--- src/sv/empu_pkg.sv ---
// ----------------------------------------------------------------------------
// empu_pkg
// Shared types and constants for the edge matrix preconditioner.
// ----------------------------------------------------------------------------
`default_nettype none

package empu_pkg;

    localparam int MAX_EDGE_DEF    = 16;
    localparam int SAMPLE_BITS_DEF = 16;
    localparam int COEF_BITS_DEF   = 20;
    localparam int FRAC_BITS       = 16;
    localparam int EDGE_REG_BITS   = 5;
    localparam logic [EDGE_REG_BITS-1:0] EDGE_RESET = 5'd16;

    // configuration register indexes
    localparam logic CFG_INVERSE   = 1'b0;
    localparam logic CFG_EDGE_SIZE = 1'b1;

    // input command codes
    localparam logic CMD_LOAD   = 1'b0;
    localparam logic CMD_SAMPLE = 1'b1;

    typedef enum logic [6:0] {
        S_IDLE  = 7'b0000001,
        S_WR    = 7'b0000010,
        S_MAC   = 7'b0000100,
        S_DRAIN = 7'b0001000,
        S_EMIT  = 7'b0010000,
        S_PASS  = 7'b0100000,
        S_ERR   = 7'b1000000
    } t_state;

    typedef enum logic [1:0] {
        K_NONE = 2'd0,
        K_LEFT = 2'd1,
        K_PASS = 2'd2
    } t_kind;

    typedef enum logic [1:0] {
        SEL_MAC  = 2'd0,
        SEL_PASS = 2'd1,
        SEL_ERR  = 2'd2
    } t_out_sel;

    typedef struct packed {
        logic     coef_we;
        logic     capture;
        logic     wr;
        logic     issue;
        logic     setup_right;
        logic     next_row;
        logic     out_load;
        t_out_sel out_sel;
    } t_cmd;

    typedef struct packed {
        logic  err;
        t_kind kind;
        logic  last;
        logic  k_last;
        logic  row_last;
        logic  right;
        logic  mac_busy;
        logic  out_free;
    } t_sts;

endpackage

`default_nettype wire

--- src/sv/empu_ctrl.sv ---
// ----------------------------------------------------------------------------
// empu_ctrl
// Sequencer: sample bookkeeping, edge multiply-accumulate rows, result emit.
// ----------------------------------------------------------------------------
`default_nettype none

module empu_ctrl (
    input  wire logic          i_clk,
    input  wire logic          i_rst_n,
    input  wire logic          i_in_valid,
    input  wire logic          i_command,
    input  wire empu_pkg::t_sts i_sts,
    output empu_pkg::t_cmd     o_cmd,
    output logic               o_busy
);

    empu_pkg::t_state r_state, n_state;

    always_ff @(posedge i_clk) begin
        if (!i_rst_n) begin
            r_state <= empu_pkg::S_IDLE;
        end else begin
            r_state <= n_state;
        end
    end

    assign o_busy = (r_state != empu_pkg::S_IDLE);

    always_comb begin
        n_state = r_state;
        o_cmd   = '0;
        o_cmd.out_sel = empu_pkg::SEL_MAC;
        unique case (r_state)
            empu_pkg::S_IDLE: begin
                if (i_in_valid) begin
                    if (i_command == empu_pkg::CMD_SAMPLE) begin
                        o_cmd.capture = 1'b1;
                        n_state = empu_pkg::S_WR;
                    end else begin
                        o_cmd.coef_we = 1'b1;
                    end
                end
            end
            empu_pkg::S_WR: begin
                o_cmd.wr = 1'b1;
                if (i_sts.err) begin
                    n_state = empu_pkg::S_ERR;
                end else begin
                    case (i_sts.kind)
                        empu_pkg::K_LEFT: n_state = empu_pkg::S_MAC;
                        empu_pkg::K_PASS: n_state = empu_pkg::S_PASS;
                        default:          n_state = empu_pkg::S_IDLE;
                    endcase
                end
            end
            empu_pkg::S_MAC: begin
                o_cmd.issue = 1'b1;
                if (i_sts.k_last) begin
                    n_state = empu_pkg::S_DRAIN;
                end
            end
            empu_pkg::S_DRAIN: begin
                if (!i_sts.mac_busy) begin
                    n_state = empu_pkg::S_EMIT;
                end
            end
            empu_pkg::S_EMIT: begin
                if (i_sts.out_free) begin
                    o_cmd.out_load = 1'b1;
                    o_cmd.out_sel  = empu_pkg::SEL_MAC;
                    if (i_sts.right) begin
                        if (i_sts.row_last) begin
                            n_state = empu_pkg::S_IDLE;
                        end else begin
                            o_cmd.next_row = 1'b1;
                            n_state = empu_pkg::S_MAC;
                        end
                    end else if (i_sts.last) begin
                        o_cmd.setup_right = 1'b1;
                        n_state = empu_pkg::S_MAC;
                    end else begin
                        n_state = empu_pkg::S_IDLE;
                    end
                end
            end
            empu_pkg::S_PASS: begin
                if (i_sts.out_free) begin
                    o_cmd.out_load = 1'b1;
                    o_cmd.out_sel  = empu_pkg::SEL_PASS;
                    if (i_sts.last) begin
                        o_cmd.setup_right = 1'b1;
                        n_state = empu_pkg::S_MAC;
                    end else begin
                        n_state = empu_pkg::S_IDLE;
                    end
                end
            end
            empu_pkg::S_ERR: begin
                if (i_sts.out_free) begin
                    o_cmd.out_load = 1'b1;
                    o_cmd.out_sel  = empu_pkg::SEL_ERR;
                    n_state = empu_pkg::S_IDLE;
                end
            end
            default: n_state = empu_pkg::S_IDLE;
        endcase
    end

endmodule

`default_nettype wire

--- config.mk ---
export PLATFORM = sky130hd
export DESIGN_NAME = empu_ctrl
export DESIGN_NICKNAME = d
export VERILOG_FILES = /design/src/sv/empu_pkg.sv /design/src/sv/empu_ctrl.sv
export SDC_FILE = /design/constraint.sdc
export NUM_CORES = 1
export LEC_CHECK = 0
export BUFFER_PORTS_ARGS = -buffer_cell sky130_fd_sc_hd__buf_2
export CORE_MARGIN = 1.5
export CORE_UTILIZATION = 35
export DETAILED_ROUTE_END_ITERATION = 7
export HOLD_SLACK_MARGIN = 0.15
export RECOVER_POWER = 25
export SLEW_MARGIN = 20
export SYNTH_ARGS = -nofsm -noshare
export SYNTH_HDL_FRONTEND = slang
export SYNTH_SLANG_ARGS = --single-unit
export TNS_END_PERCENT = 5
--- constraint.sdc ---
create_clock -name i_clk -period 2.2 [get_ports i_clk]
set_input_delay 0.22 -clock i_clk [delete_from_list [all_inputs] [get_ports i_clk]]
set_output_delay 0.22 -clock i_clk [all_outputs]
set_load 0.005 [all_outputs]
* Word-level counts from Yosys, hierarchy flattened *
Cells that the tools add are included.

operators by class
  eq/ne operators = 17
  multiplexer cells = 30
  reductions and logical operators = 1

operator list
  operator                                                          number
  7-bit two-way mux                                                 9
  7-bit one-hot mux with 7 select lines                             1
  2-bit != test (second input constant)                             7
  3-bit two-way mux                                                 4
  6-bit one-hot mux with 2 select lines                             1
  1-bit two-way mux                                                 10
  3-bit one-hot mux with 3 select lines                             1
  7-bit by 1-bit == test with 1-bit output (second input constant)  1
  7-bit by 2-bit == test with 1-bit output (second input constant)  1
  7-bit by 3-bit == test with 1-bit output (second input constant)  1
  7-bit by 4-bit == test with 1-bit output (second input constant)  1
  7-bit by 5-bit == test with 1-bit output (second input constant)  1
  7-bit by 6-bit == test with 1-bit output (second input constant)  1
  7-bit == test (second input constant)                             1
  7-bit by 1-bit != test with 1-bit output (second input constant)  1
  7-bit AND reduction                                               1
  5-bit two-way mux                                                 1
  2-bit two-way mux                                                 2
  2-bit by 1-bit == test with 1-bit output (second input constant)  1
  2-bit == test (second input constant)                             1
  1-bit one-hot mux with 2 select lines                             1

word-level totals
  register bits after elaboration = 7
  bits of input ports = 13
  output and inout bits = 10
  logic and storage cells = 49

* Depth between registers and ports, before layout *
  word-level depth = 4
  gate-level depth with buffers = 6
  depth with buffers taken out = 4

* Worst setup path after synthesis *
No wires, ideal clock.

  path kind = reg2reg
  start = register r_state[6]
  end = register r_state[4]
  library setup time = 0.070 ns
  arrival = 1.494 ns
  required time = 2.130 ns
  setup slack = 0.637 ns
  cell stages (with the launch flop) = 6
  path buffers = 1
  path through = dfxtp_1 buf_6 xor2_1 o2111a_2 or4_1 a21oi_1

between the ends
  cells in the longest elaborated chain, start to end = 3

RTL lines
  item                                                              line             source
  from (decl)                                                       empu_ctrl.sv:17  empu_pkg::t_state r_state, n_state;
  from (signal assigned)                                            empu_ctrl.sv:21  r_state <= empu_pkg::S_IDLE;
  from (signal assigned)                                            empu_ctrl.sv:23  r_state <= n_state;
  7-bit by 3-bit == test with 1-bit output (tied with other cells)  empu_ctrl.sv:33  unique case (r_state)
  2-bit != test (no source line)                                    -
  7-bit AND reduction (no source line)                              -

Several ways; a longest one is shown, not always the timed one.
A chain may end at the register's enable or synchronous reset.

==> impl_metrics.ini <==
[floorplan]
start_util_pct = 37.54
rows = 15
core_um2 = 1727
fp.dieArea_um2 = 2119
pin_count = 23
die_h_um = 46.03
die_w_um = 46.03

[clock_network]
cts_setup_buffers = 0
cts_tree = done
cts_buffer_depth = 2
htreeDepth = 1
cts_made_buffers = 3
clk-insertion-delay-late_ps = 250
post_cts_resized = 0
holdBufCountCts = 0
cts.clk_slew.worst_paths_ps = 60
root_buffer = clkbuf_4
cts.sinks = 7

[min_path]
hp-class = in -> reg
min-delay-start = i_sts[8]
hold_path_depth = 3
min_to = r_state[6]

[drt]
first_pass_iters = 5
vias = 701
drc = 0
wl_per_cell_um = 11.78
routed_wl_um = 1555
drt_iter0_drc = 21
ant_nets = 0
vias_per_cell = 5.311

[finish]
design_area_um2 = 775.7
antenna_cells = 0
drive_gt1_share_pct = 25.23
fin_util_pct = 44.93
top_register = r_state
syn2layout_area_growth_pct = 19.69
largest_reg_flops = 7
top_regs = r_state x7
fin_nets = 123

[yosys]
syn_inst = 87
ys_ff_latch = 7
syn-cell-area_um2 = 648.1
avgSynthCellArea_um2 = 7.450
syn-num-nets = 102
synth_area_leaders = dfxtp_1 22%, nand2_1 5.2%, nor2_1 5.2%, ha_1 3.9%, nand2b_1 3.9%
ys_warn_count = 0
synth-main-ff-cell = dfxtp_1
synth_edf_count = 0
yosysTopAreaCell = dfxtp_1
synth_commonest_cells = 9 x nand2_1, 9 x nor2_1, 7 x dfxtp_1
synthArstFlopShare_pct = 0
synthDistinctLibCells = 41
ys_seq_area_share_pct = 21.62
synth_top_area_share_pct = 21.62

[run_status]
status = finished, final reports clean

[pwr]
p_seq_share_pct = 34.2
p_clk_share_pct = 20.7
p_sw_share_pct = 40.83
internal_power_uw = 338.7
ir_worst_vdd_mv = 0.2722
p_per_area_nw_per_um2 = 738.0
p_sw_uw = 233.7
p_leak_nw = 0.3623
p_comb_share_pct = 45.1

[worst_setup_path]
crit_type = reg -> out
cp-start-kind = flip-flop
r2r-start = r_state[2]
r2r_setup_slack_ps = 410
r2r-end = r_state[2]
worstRegToRegCells = 4
crit_fanout = 11
crit_arrival_ps = 1680
crit_path_end_kind = output pin
required_ps = 1980

[run]
maxCapViolations = 0

[grt]
grt_pass1_vias = 606
overflow = 0
antenna_found_initial = 0
grt_pass1_wl_um = 2697
track_usage_pct = 17.39
grt_max_degree = 12

[sta]
period_share_pct = 86.48
period_minus_slack_ps = 1903
fin_worst_skew_ps = 8.448
layout_setup_ws_ps = 297.4
slew_headroom_pct = 66.12
setup_viol_count_final = 0
drv_slew = 0
worst_slew_pin_slew_ps = 504.3
clock.fmax_ghz = 0.5256
hold_viol_final = 0
finalSetupTns_ps = 0
rsz0062_at_grt = false

[placement]
dp_hpwl_um = 1239
place_ws_ps = 438.7
port_buffers = 22
postPlaceCellArea_um2 = 752.0
gp_congestion = 0.8206
power groups by stage:
| stage | clock network, mW | registers [mW] | logic [mW] |
|---|---|---|---|
| 2_1_floorplan | 0 | 0.166 | 0.228 |
| 4_1_cts | 0.122 | 0.192 | 0.263 |
| 3_3_place_gp | 0 | 0.195 | 0.261 |
| 6_report | 0.118 | 0.196 | 0.258 |
| 5_1_grt | 0.128 | 0.200 | 0.301 |
| 3_5_place_dp | 0 | 0.195 | 0.263 |
layout make-up:
class | instances | area, um2
clock buffers | 4 | 26.28
fillers | 186 | 950.9
inverters | 5 | 18.77
multi-input cells | 69 | 449.2
flip-flops and latches | 7 | 140.1
well taps | 25 | 31.28
repair buffers | 22 | 110.1
critical path, stage by stage (launching register included):
cell,delay [ps]
dfxtp_1,410
or4b_1,560
nor2_1,190
and3_1,170
buf_2,100
cells by family (layout without fill, tap and decap cells):
| kind of cell | after synthesis | after routing | synth area share (%) |
|---|---|---|---|
| compound gates | 20 | 20 | 22.78 |
| xor+xnor | 2 | 2 | 2.703 |
| fa+ha+maj | 2 | 2 | 3.860 |
| buf+inv | 11 | 31 | 8.687 |
| flops | 7 | 7 | 21.62 |
| simple gates | 45 | 45 | 40.35 |
routing by layer:
metal  vias up  GRT usage [%]  wire length (um)
met1       312          26.67               792
met4         0          5.143                 0
met2        23          23.89               710
li1        366              -                 -
met5         -              0                 0
met3         0          3.571                52
cells in the final DEF, fill, tap and decap left out, types with 2 or more instances in the layout:
| cell type | n |
|---|---|
| xor2_1 | 2 |
| dfxtp_1 | 7 |
| nand2_1 | 9 |
| a31oi_1 | 2 |
| a22oi_1 | 2 |
| and3_1 | 2 |
| nor2_1 | 9 |
| o21ai_0 | 3 |
| nor3_1 | 6 |
| o31ai_1 | 2 |
| buf_2 | 22 |
| nand2b_1 | 4 |
| ha_1 | 2 |
| or4b_1 | 2 |
| inv_1 | 5 |
| clkbuf_4 | 3 |
| nor4b_1 | 2 |
| a21oi_1 | 2 |
metrics by stage:
step                power (mW)  hold WS, ps  instances
global route            0.6284        269.1        132
CTS                     0.5770        262.3        132
global placement        0.4555        508.4        128
floorplan               0.3938        380.8         87
finish                  0.5725        259.4        132
detailed placement      0.4578        515.4        128
how the worst max path moves through the flow:
stage	slack, ps	start	to
after floorplan	640	r_state[6]	r_state[4]
after global placement	410	r_state[2]	o_cmd[3]
after detailed placement	440	r_state[2]	o_cmd[3]
after CTS	160	r_state[2]	o_cmd[3]
after global routing	160	r_state[2]	o_cmd[1]
final	300	r_state[2]	o_cmd[7]
(Power assumes the default switching activity.)
